`config.mk`:
```
export PLATFORM = sky130hd
export DESIGN_NAME = size_class_lru_slot_cache
export DESIGN_NICKNAME = d
export VERILOG_FILES = /design/src/rtl/core/slcc_pkg.sv /design/src/rtl/core/size_class_lru_slot_cache.sv /design/src/rtl/core/slcc_slot_ram.sv
export SDC_FILE = /design/constraint.sdc
export NUM_CORES = 2
export LEC_CHECK = 0
export BUFFER_PORTS_ARGS = -buffer_cell sky130_fd_sc_hd__clkbuf_2
export CORE_ASPECT_RATIO = 1.25
export CORE_MARGIN = 4
export CORE_UTILIZATION = 65
export CTS_CLUSTER_SIZE = 25
export DETAILED_ROUTE_END_ITERATION = 10
export GPL_TIMING_DRIVEN = 0
export PLACE_DENSITY_LB_ADDON = 0.15
export SETUP_SLACK_MARGIN = 0.4
export SLEW_MARGIN = 20
export SYNTH_ARGS = -nofsm -noshare
export SYNTH_HDL_FRONTEND = slang
export SYNTH_SLANG_ARGS = --single-unit
```
`constraint.sdc`:
```
create_clock -name aclk -period 9.7 [get_ports aclk]
set_clock_uncertainty 0.15 [all_clocks]
set_input_delay 0.485 -clock aclk [delete_from_list [all_inputs] [get_ports aclk]]
set_output_delay 0.485 -clock aclk [all_outputs]
set_load 0.01 [all_outputs]
```
`src/rtl/core/slcc_pkg.sv`:
```
package slcc_pkg;

    localparam int TAG_BITS    = 32;
    localparam int NUM_SLOTS   = 37;
    localparam int SLOT_BITS   = 6;
    localparam int NUM_CLASSES = 5;
    localparam int WIDTH_BITS  = 10;
    localparam int HEIGHT_BITS = 9;

    typedef logic [SLOT_BITS-1:0]   slot_idx_t;
    typedef logic [WIDTH_BITS-1:0]  pic_width_t;
    typedef logic [HEIGHT_BITS-1:0] pic_height_t;

    typedef struct packed {
        logic [TAG_BITS-1:0] tag;
        pic_width_t          pic_width;
        pic_height_t         pic_height;
    } slot_entry_t;

    typedef struct packed {
        logic      fits;
        slot_idx_t first;
        slot_idx_t last;
    } class_pick_t;

    localparam slot_idx_t CLASS_FIRST [NUM_CLASSES] = '{6'd0, 6'd10, 6'd20, 6'd25, 6'd27};
    localparam slot_idx_t CLASS_LAST  [NUM_CLASSES] = '{6'd9, 6'd19, 6'd24, 6'd26, 6'd36};
    localparam pic_width_t CLASS_W [NUM_CLASSES] =
        '{10'd60, 10'd250, 10'd300, 10'd800, 10'd800};
    localparam pic_height_t CLASS_H [NUM_CLASSES] =
        '{9'd60, 9'd40, 9'd400, 9'd90, 9'd480};

    function automatic class_pick_t pick_class(pic_width_t w, pic_height_t h);
        class_pick_t res;
        res = '0;
        for (int c = NUM_CLASSES - 1; c >= 0; c--) begin
            if (CLASS_W[c] >= w && CLASS_H[c] >= h) begin
                res.fits  = 1'b1;
                res.first = CLASS_FIRST[c];
                res.last  = CLASS_LAST[c];
            end
        end
        return res;
    endfunction

    function automatic slot_idx_t group_end(slot_idx_t s);
        slot_idx_t res;
        res = s;
        for (int c = 0; c < NUM_CLASSES; c++) begin
            if (s >= CLASS_FIRST[c] && s <= CLASS_LAST[c]) begin
                res = CLASS_LAST[c];
            end
        end
        return res;
    endfunction

endpackage

```
`src/rtl/core/size_class_lru_slot_cache.sv`:
```
// channel | dir | tdata (low bit up)                          | tuser (low bit up)
// s_      | in  | name_tag[31:0] req_width[41:32]             | -
//         |     | req_height[50:42], zero pad to 56            |
// m_      | out | slot_index[5:0] stored_width[15:6]          | hit[0] no_fit[1]
//         |     | stored_height[24:16], zero pad to 32         |
// One word at a time: the tag search reads one slot per cycle from the
// registered RAM read and stops at the first hit, all 37 slots on a miss.
// A hit or a fill then rotates the class group one slot per cycle after one
// priming read (up to 9 steps), writes the group end, and loads the result
// register. Reset clears every valid bit at once.
// A result waiting on m_tready stalls only the final step.
module size_class_lru_slot_cache
    import slcc_pkg::*;
(
    input  logic        aclk,
    input  logic        aresetn,
    input  logic        s_tvalid,
    output logic        s_tready,
    input  logic [55:0] s_tdata,  // name_tag, req_width, req_height
    output logic        m_tvalid,
    input  logic        m_tready,
    output logic [31:0] m_tdata,  // slot_index, stored_width, stored_height
    output logic [1:0]  m_tuser   // hit, no_fit
);

    typedef enum logic [2:0] {
        ST_IDLE,
        ST_SRCH,
        ST_ROT,
        ST_FILL,
        ST_DONE
    } state_t;

    state_t               state_reg;
    logic [TAG_BITS-1:0]  tag_reg;
    pic_width_t           width_reg;
    pic_height_t          height_reg;
    slot_idx_t            rd_ptr_reg;
    slot_idx_t            cmp_ptr_reg;
    logic                 cmp_live_reg;
    slot_idx_t            wr_ptr_reg;
    slot_idx_t            end_reg;
    logic                 primed_reg;
    logic                 hit_reg;
    logic                 nofit_reg;
    slot_entry_t          hold_reg;
    logic [NUM_SLOTS-1:0] valid_reg;
    logic                 m_tvalid_reg;
    logic [31:0]          m_tdata_reg;
    logic [1:0]           m_tuser_reg;

    logic        ram_wr_en;
    slot_idx_t   ram_wr_addr;
    slot_entry_t ram_wr_data;
    slot_entry_t ram_rd_data;
    slot_entry_t new_entry;
    logic        match;
    class_pick_t pick;
    slot_idx_t   found_end;

    slcc_slot_ram u_slot_ram (
        .aclk    (aclk),
        .wr_en   (ram_wr_en),
        .wr_addr (ram_wr_addr),
        .wr_data (ram_wr_data),
        .rd_addr (rd_ptr_reg),
        .rd_data (ram_rd_data)
    );

    always_comb begin
        new_entry.tag        = tag_reg;
        new_entry.pic_width  = width_reg;
        new_entry.pic_height = height_reg;
        ram_wr_en   = (state_reg == ST_ROT && primed_reg) || state_reg == ST_FILL;
        ram_wr_addr = (state_reg == ST_FILL) ? end_reg : wr_ptr_reg;
        if (state_reg == ST_FILL) begin
            ram_wr_data = hit_reg ? hold_reg : new_entry;
        end else begin
            ram_wr_data = ram_rd_data;
        end
        match     = cmp_live_reg && valid_reg[cmp_ptr_reg] && ram_rd_data.tag == tag_reg;
        pick      = pick_class(width_reg, height_reg);
        found_end = group_end(cmp_ptr_reg);
    end

    always_ff @(posedge aclk) begin
        if (!aresetn) begin
            state_reg    <= ST_IDLE;
            valid_reg    <= '0;
            m_tvalid_reg <= 1'b0;
            cmp_live_reg <= 1'b0;
            primed_reg   <= 1'b0;
        end else begin
            if (m_tvalid_reg && m_tready && state_reg != ST_DONE) begin
                m_tvalid_reg <= 1'b0;
            end
            unique case (state_reg)
                ST_IDLE: begin
                    if (s_tvalid) begin
                        tag_reg      <= s_tdata[TAG_BITS-1:0];
                        width_reg    <= s_tdata[41:32];
                        height_reg   <= s_tdata[50:42];
                        rd_ptr_reg   <= '0;
                        cmp_live_reg <= 1'b0;
                        hit_reg      <= 1'b0;
                        nofit_reg    <= 1'b0;
                        state_reg    <= ST_SRCH;
                    end
                end
                ST_SRCH: begin
                    if (match) begin
                        hit_reg      <= 1'b1;
                        hold_reg     <= ram_rd_data;
                        end_reg      <= found_end;
                        wr_ptr_reg   <= cmp_ptr_reg;
                        cmp_live_reg <= 1'b0;
                        primed_reg   <= 1'b0;
                        rd_ptr_reg   <= cmp_ptr_reg + 1'b1;
                        state_reg    <= (cmp_ptr_reg == found_end) ? ST_FILL : ST_ROT;
                    end else if (cmp_live_reg &&
                                 cmp_ptr_reg == slot_idx_t'(NUM_SLOTS - 1)) begin
                        cmp_live_reg <= 1'b0;
                        if (!pick.fits) begin
                            nofit_reg <= 1'b1;
                            state_reg <= ST_DONE;
                        end else begin
                            end_reg    <= pick.last;
                            wr_ptr_reg <= pick.first;
                            primed_reg <= 1'b0;
                            rd_ptr_reg <= pick.first + 1'b1;
                            state_reg  <= (pick.first == pick.last) ? ST_FILL : ST_ROT;
                        end
                    end else begin
                        cmp_ptr_reg  <= rd_ptr_reg;
                        cmp_live_reg <= 1'b1;
                        if (rd_ptr_reg != slot_idx_t'(NUM_SLOTS - 1)) begin
                            rd_ptr_reg <= rd_ptr_reg + 1'b1;
                        end
                    end
                end
                ST_ROT: begin
                    primed_reg <= 1'b1;
                    if (rd_ptr_reg != end_reg) begin
                        rd_ptr_reg <= rd_ptr_reg + 1'b1;
                    end
                    if (primed_reg) begin
                        valid_reg[wr_ptr_reg] <= valid_reg[slot_idx_t'(wr_ptr_reg + 1'b1)];
                        wr_ptr_reg <= wr_ptr_reg + 1'b1;
                        if (slot_idx_t'(wr_ptr_reg + 1'b1) == end_reg) begin
                            state_reg <= ST_FILL;
                        end
                    end
                end
                ST_FILL: begin
                    valid_reg[end_reg] <= 1'b1;
                    state_reg          <= ST_DONE;
                end
                ST_DONE: begin
                    if (!m_tvalid_reg || m_tready) begin
                        m_tvalid_reg <= 1'b1;
                        m_tuser_reg  <= {nofit_reg, hit_reg};
                        if (nofit_reg) begin
                            m_tdata_reg <= '0;
                        end else if (hit_reg) begin
                            m_tdata_reg <= {7'd0, hold_reg.pic_height,
                                            hold_reg.pic_width, end_reg};
                        end else begin
                            m_tdata_reg <= {7'd0, height_reg, width_reg, end_reg};
                        end
                        state_reg <= ST_IDLE;
                    end
                end
                default: begin
                    state_reg <= ST_IDLE;
                end
            endcase
        end
    end

    assign s_tready = (state_reg == ST_IDLE);
    assign m_tvalid = m_tvalid_reg;
    assign m_tdata  = m_tdata_reg;
    assign m_tuser  = m_tuser_reg;

`ifndef SYNTHESIS
    a_hit_nofit_excl: assert property (@(posedge aclk) disable iff (!aresetn)
        m_tvalid_reg |-> !(m_tuser_reg[0] && m_tuser_reg[1]))
        else $error("hit and no_fit both set");

    a_nofit_zero: assert property (@(posedge aclk) disable iff (!aresetn)
        (m_tvalid_reg && m_tuser_reg[1]) |-> (m_tdata_reg == '0))
        else $error("no_fit word carries nonzero data");

    a_slot_range: assert property (@(posedge aclk) disable iff (!aresetn)
        m_tvalid_reg |-> (m_tdata_reg[5:0] <= slot_idx_t'(NUM_SLOTS - 1)))
        else $error("slot index out of range");

    a_result_slot_valid: assert property (@(posedge aclk) disable iff (!aresetn)
        (m_tvalid_reg && !m_tuser_reg[1]) |-> valid_reg[m_tdata_reg[5:0]])
        else $error("returned slot not valid");

    a_one_word: assert property (@(posedge aclk) disable iff (!aresetn)
        (s_tvalid && s_tready) |=> !s_tready)
        else $error("input taken while busy");
`endif

endmodule

```
`src/rtl/core/slcc_slot_ram.sv`:
```
module slcc_slot_ram
    import slcc_pkg::*;
(
    input  logic        aclk,
    input  logic        wr_en,
    input  slot_idx_t   wr_addr,
    input  slot_entry_t wr_data,
    input  slot_idx_t   rd_addr,
    output slot_entry_t rd_data
);

    slot_entry_t mem_reg [NUM_SLOTS];
    slot_entry_t rd_data_reg;

    always_ff @(posedge aclk) begin
        if (wr_en) begin
            mem_reg[wr_addr] <= wr_data;
        end
        rd_data_reg <= mem_reg[rd_addr];
    end

    assign rd_data = rd_data_reg;

endmodule
```
; ---- Word-level counts from Yosys, hierarchy flattened
; Memory sizes are Yosys's and may differ from the RTL's. A register that Yosys moved wholly into a read port is not among the register bits.
; Cells that the tools add are included.
[totals]
in_bits = 60
reg_bits = 205
mem_bits_rw = 1887
memories = 1
[mem_list]
columns = name, words, width, rd, rd_ports_with_merged_regs, write_ports, line_no
row1 = u_slot_ram.mem_reg, 37, 51, 1, 1, 1, slcc_slot_ram.sv:12  ; slot_entry_t mem_reg [NUM_SLOTS];
[op_classes]
bitwise = 3
muxes = 69
n_reduce_logical = 41
n_eq_ne = 25
addsub = 4
magnitude_cmp = 25
[ops]
columns = op, count
row1 = two-way mux 6 bit, 19
row2 = two-way mux 51 bit, 2
row3 = one-hot mux 37 bit (2 select lines), 1
row4 = two-way mux 13 bit, 5
row5 = bitwise mux 37 bit, 1
row6 = two-way mux 37 bit, 1
row7 = bitwise OR 37 bit, 1
row8 = == test 32 bit, 1
row9 = "less-than comparator 6 x 7 -> 1 bit, second input constant", 4
row10 = two-way mux 25 bit, 1
row11 = "adder 6 x 1 -> 6 bit, second input constant", 4
row12 = two-way mux 1 bit, 21
row13 = two-way mux 3 bit, 7
row14 = == test 6 bit, 3
row15 = "greater-or-equal comparator 6 x 1 -> 1 bit, second input constant", 3
row16 = "greater-or-equal comparator 6 x 5 -> 1 bit, second input constant", 3
row17 = "greater-or-equal comparator 6 x 9 -> 1 bit, first input constant", 2
row18 = "greater-or-equal comparator 9 bit, first input constant", 2
row19 = "less-or-equal comparator 6 x 5 -> 1 bit, second input constant", 3
row20 = logical AND 1 bit, 18
row21 = one-hot mux 6 bit (3 select lines), 1
row22 = one-hot mux 3 bit (5 select lines), 1
row23 = "inequality test 2 bit, second input constant", 7
row24 = binary-select mux 1 bit (select 6 bit), 2
row25 = other kinds (31), 54

; ---- Depth between registers and ports, before layout
[depth]
depth_word = 13
depth_mapped = 12

; ---- Modules after synthesis
; A second synthesis with hierarchy kept.
[unflattened]
hier_cells = 4919
area_unflattened_um2 = 85311.8
[by_module_without_submodules]
columns = module, area_each_um2, n_inst, cells_per_inst
row1 = slcc_slot_ram, 74366.3, 1, 3819
row2 = size_class_lru_slot_cache, 10945.5, 1, 1100

; ---- Worst setup path before layout
; OpenSTA, ideal clock, no wires.
[synth_timing]
path_kind = register to register
from = reg cmp_ptr_reg[0]
to = reg hold_reg[0] (netlist name), enable pin
setup_time_ns = 0.460
stages_incl_launch_ff = 11
arrival_time_ns = 4.310
slack_ns = 4.780
n_path_buf = 4
required_ns = 9.090
path_cell_list = edfxtp_1 buf_2 buf_4 mux2i_1 mux4_2 nand3b_1 o2111ai_1 nand4_1 buf_2 buf_2 nor2_1
[synth_via]
elab_chain_len = 5
[synth_rtl]
columns = item, line_no
row1 = "start, declared", size_class_lru_slot_cache.sv:39  ; slot_idx_t cmp_ptr_reg;
row2 = "start signal, assigned", size_class_lru_slot_cache.sv:134  ; cmp_ptr_reg <= rd_ptr_reg;
row3 = binary-select mux 1 bit (select 6 bit), size_class_lru_slot_cache.sv:81  ; match = cmp_live_reg && valid_reg[cmp_ptr_reg] && ram_rd_data.tag == tag_reg;
row4 = two-way mux 1 bit (implied by the code), size_class_lru_slot_cache.sv:81
row5 = logical AND 1 bit (2 in series), size_class_lru_slot_cache.sv:81
row6 = AND reduction 3 bit (no source line), n/a
row7 = "end signal, assigned", size_class_lru_slot_cache.sv:113  ; hold_reg <= ram_rd_data;
row8 = "end, declared", size_class_lru_slot_cache.sv:46  ; slot_entry_t hold_reg;
; Every way passes these cells. The select of a mux whose other input is x is not followed.
; A chain may end at the register's enable or synchronous reset.

; ---- Worst setup path after layout
[layout_timing]
from = reg rd_ptr_reg[1]
to = reg rd_ptr_reg[4], enable pin
[layout_via]
elab_chain_len = 3
word_cells_on_any_way = 5
[layout_rtl]
columns = item, line_no
row1 = "start, declared", size_class_lru_slot_cache.sv:38  ; slot_idx_t rd_ptr_reg;
row2 = "start signal, assigned", size_class_lru_slot_cache.sv:118  ; rd_ptr_reg <= cmp_ptr_reg + 1'b1;
row3 = "start signal, assigned", size_class_lru_slot_cache.sv:130  ; rd_ptr_reg <= pick.first + 1'b1;
row4 = "start signal, assigned", size_class_lru_slot_cache.sv:137  ; rd_ptr_reg <= rd_ptr_reg + 1'b1;
row5 = "inequality test 6 bit, on equally long branches", "size_class_lru_slot_cache.sv:136, size_class_lru_slot_cache.sv:143"
row6 = inequality test 4 bit (no source line) or inequality test 2 x 1 -> 1 bit (tied branches), n/a
row7 = AND reduction 6 bit (no source line) (*), n/a
; Every way passes the cells marked *; elsewhere a longest branch is shown, timed or not.

==> flow_summary_export.csv <==
group,metric,value,unit
critical_path,arrival,5.67,ns
die,die_y,408.2,µm
timing,relSlewSlack,17.73,%
synth,ys_types,75,
critical_path,rr_endpoint,"rd_ptr_reg[4]",
critical_path,critical-path-top-delay-family,"buffers and inverters",
route,vias_per_cell,7.190,
synth,syn_avg_cell_area,21.32,µm²
clock_network,cts_tree,"built",
power_and_ir_drop,powerDensity,214.3,nW/µm²
critical_path,reg2reg_slack,4.33,ns
timing,setup_viol_count_final,0,
route,firstDrtPassIters,8,
critical_path,rr_startpoint,"rd_ptr_reg[1]",
die,initial_core_util,65.60,%
synth,synth_ff_type,"edfxtp_1",
grt,grt-busiest-layer,"met2",
timing,report.final.slew_viol_count,0,
clock_network,insertion_delay,0.84,ns
finish,drive_above_1_share,28.48,%
critical_path,r2r_cells,9,
critical_path,crit_type,"register to register",
die,die_x,328.2,µm
synth,ys_ff_latch,2136,
finish,fin_nets,4471,
power_and_ir_drop,design_power_total,0.02076,W
grt,grt_use_total,36.48,%
critical_path,cp_cell_sequence,"clkbuf_2 > clkbuf_1 > clkbuf_2 > buf_1 > inv_1 > ha_1 > nand4_1 > mux2i_1 > a31oi_1",
timing,min_period_over_period,55.36,%
finish,regArea,63200,µm²
clock_network,cts-htree-levels,4,
clock_network,cts_setup_buffers,0,
route,drt_wl_total,238500,µm
grt,grt_max_degree,38,
grt,grt_pass1_vias,45650,
timing,period_minus_slack,5.370,ns
critical_path,slowest_delay,0.81,ns
timing,rsz0062_at_grt,"no",
route,drtIter0Drc,7646,
finish,final_common_cell,"edfxtp_1",
job,drv_cap,0,
finish,multi_input_area,19820,µm²
clock_network,root_buffer,"clkbuf_16",
place,port_buffers,83,
power_and_ir_drop,p_int,0.01575,W
synth,synth_edf_count,2042,
power_and_ir_drop,p_clk_share,36.4,%
place,post-place-cells,5857,
clock_network,clk_path_buf_depth,3,
run_status,outcome,"complete, no violations",
die,rows,146,
route,vias,45130,
place,finalWeightedCongestion,0.9006,
critical_path,worstPathRequired,10.00,ns
power_and_ir_drop,p_sw_share,24.10,%
power_and_ir_drop,switchingPower,0.005003,W
worst_hold_path,worstHoldPathCells,2,
clock_network,clock_sinks,2136,
grt,use_met1,48.81,%
synth,synth.yosys.warnings,0,
power_and_ir_drop,total_leakage_power,30.91,nW
critical_path,path_buf_inv,5,
grt,met2_usage,57.42,%
critical_path,cp_slowest_cell,"buf_1",
worst_hold_path,hp-start,"s_tdata[40]",
power_and_ir_drop,power_frac_seq,51.9,%
synth,synth_seq_area_share,75.88,%
finish,area_delta_synth_final,16.29,%
power_and_ir_drop,irDropWorstVdd,0.2038,mV
timing,fmax,186.2,MHz
finish,largest_reg_flops,1887,
worst_hold_path,hold_class,"input pin to register",
synth,syn_area,83280,µm²
finish,mostFrequentLayoutCells,"edfxtp_1, mux4_2, clkbuf_16",
die,coreArea,127000,µm²
synth,async_reset_ff_share,0,%
route,drc,0,
route,antenna_left,0,
grt,grt_pass1_wl,339900,µm
clock_network,ctsResizeCount,0,
timing,tightest_slew,1.234,ns
critical_path,worst_setup_path_end_kind,"register",
critical_path,crit_path_max_fanout,10,
critical_path,startpoint_type,"register",
clock_network,clkTransAtPathRegs,0.07,ns
die,dieArea,134000,µm²
grt,grt_util_met3,8.341,%
worst_hold_path,hold_end,"width_reg[8]",
clock_network,cts_made_buffers,193,
die,ios,96,
finish,fillCellCount,6548,
power_and_ir_drop,combPwrFrac,11.7,%
place,hpwlAfterDp,152600,µm
clock_network,cts_hold_buffers,54,
grt,grt.overflow.total,0,
finish,fin_cells,6277,
timing,hold_violations,0,
route,post_drt_wl_per_cell,38.00,µm
grt,antenna_found_initial,10,
critical_path,cpMostUsedCell,"clkbuf_2",
synth,syn_inst,3906,
timing,tns,0,ns
[logic make-up after synthesis]
| group | Yosys count | share of synthesized area [%] |
|---|---|---|
| compound gates | 351 | 2.512 |
| xor+xnor | 57 | 0.6250 |
| simple gates | 383 | 2.272 |
| other cells | 1 | 0.004503 |
| mux | 719 | 17.32 |
| buf+inv | 251 | 1.262 |
| fa+ha+maj | 8 | 0.1172 |
| flops | 2136 | 75.88 |
[per-layer routing]
metal	part of all wire (%)	wire (µm)
met5	0.010	25
met4	6.2	14890
met3	12	27740
met2	49	116000
met1	33	79870
[synthesized netlist by cell type (29+ instances only)]
cell type / n / area, µm²
nor2b_1: 75 / 469.2
nor2_1: 98 / 367.9
buf_2: 33 / 165.2
nand2_1: 110 / 412.9
dfxtp_1: 94 / 1882
a21oi_1: 118 / 590.6
mux4_2: 577 / 12990
a211oi_1: 55 / 412.9
buf_1: 29 / 108.9
edfxtp_1: 2042 / 61320
o21ai_0: 97 / 485.5
clkbuf_1: 159 / 596.8
mux2i_1: 133 / 1331
xnor2_1: 38 / 332.8
[worst max-delay path by stage]
stage / startpoint / endpoint / slack, ns / depth (start not counted)
final: rd_ptr_reg[1] / rd_ptr_reg[4] / 4.33 / 9
after global routing: rd_ptr_reg[1] / rd_ptr_reg[4] / 4.41 / 9
after CTS: rd_ptr_reg[1] / rd_ptr_reg[4] / 4.53 / 9
after detailed placement: rd_ptr_reg[1] / rd_ptr_reg[3] / 4.51 / 9
after global placement: state_reg[2] / u_slot_ram.mem_reg[20][27] / 0.77 / 8
after floorplan: cmp_ptr_reg[0] / hold_reg[0] / 4.78 / 10
[power by group through the flow]
stage               Combinational, W  Clock (W)  Sequential [W]
floorplan                    0.00136          0          0.0110
global placement             0.00207          0          0.0111
detailed placement           0.00235          0          0.0110
CTS                          0.00239    0.00757          0.0108
global route                 0.00255    0.00800          0.0108
finish                       0.00243    0.00756          0.0108
[stage by stage]
stage	hold slack (ns)	instance area (µm²)	util (%)	setup WS, ns
detailed placement	0.2663	90060	70.94	4.511
finish	0.2186	96850	76.28	4.330
floorplan	0.2581	83310	-	4.780
CTS	0.1664	96800	76.25	4.531
global route	0.2101	96840	76.28	4.410
global placement	0.2600	85850	67.62	0.7739
[layout make-up]
cell class	count	share of cell area, %
sequential	2136	65.26
multi-input combinational	1525	20.46
clock buffer	253	5.409
timing repair buffer	297	4.529
tap	1702	2.199
buffer	236	1.084
clock inverter	109	0.9896
inverter	15	0.05814
antenna	4	0.01034
(Power assumes the default switching activity.)
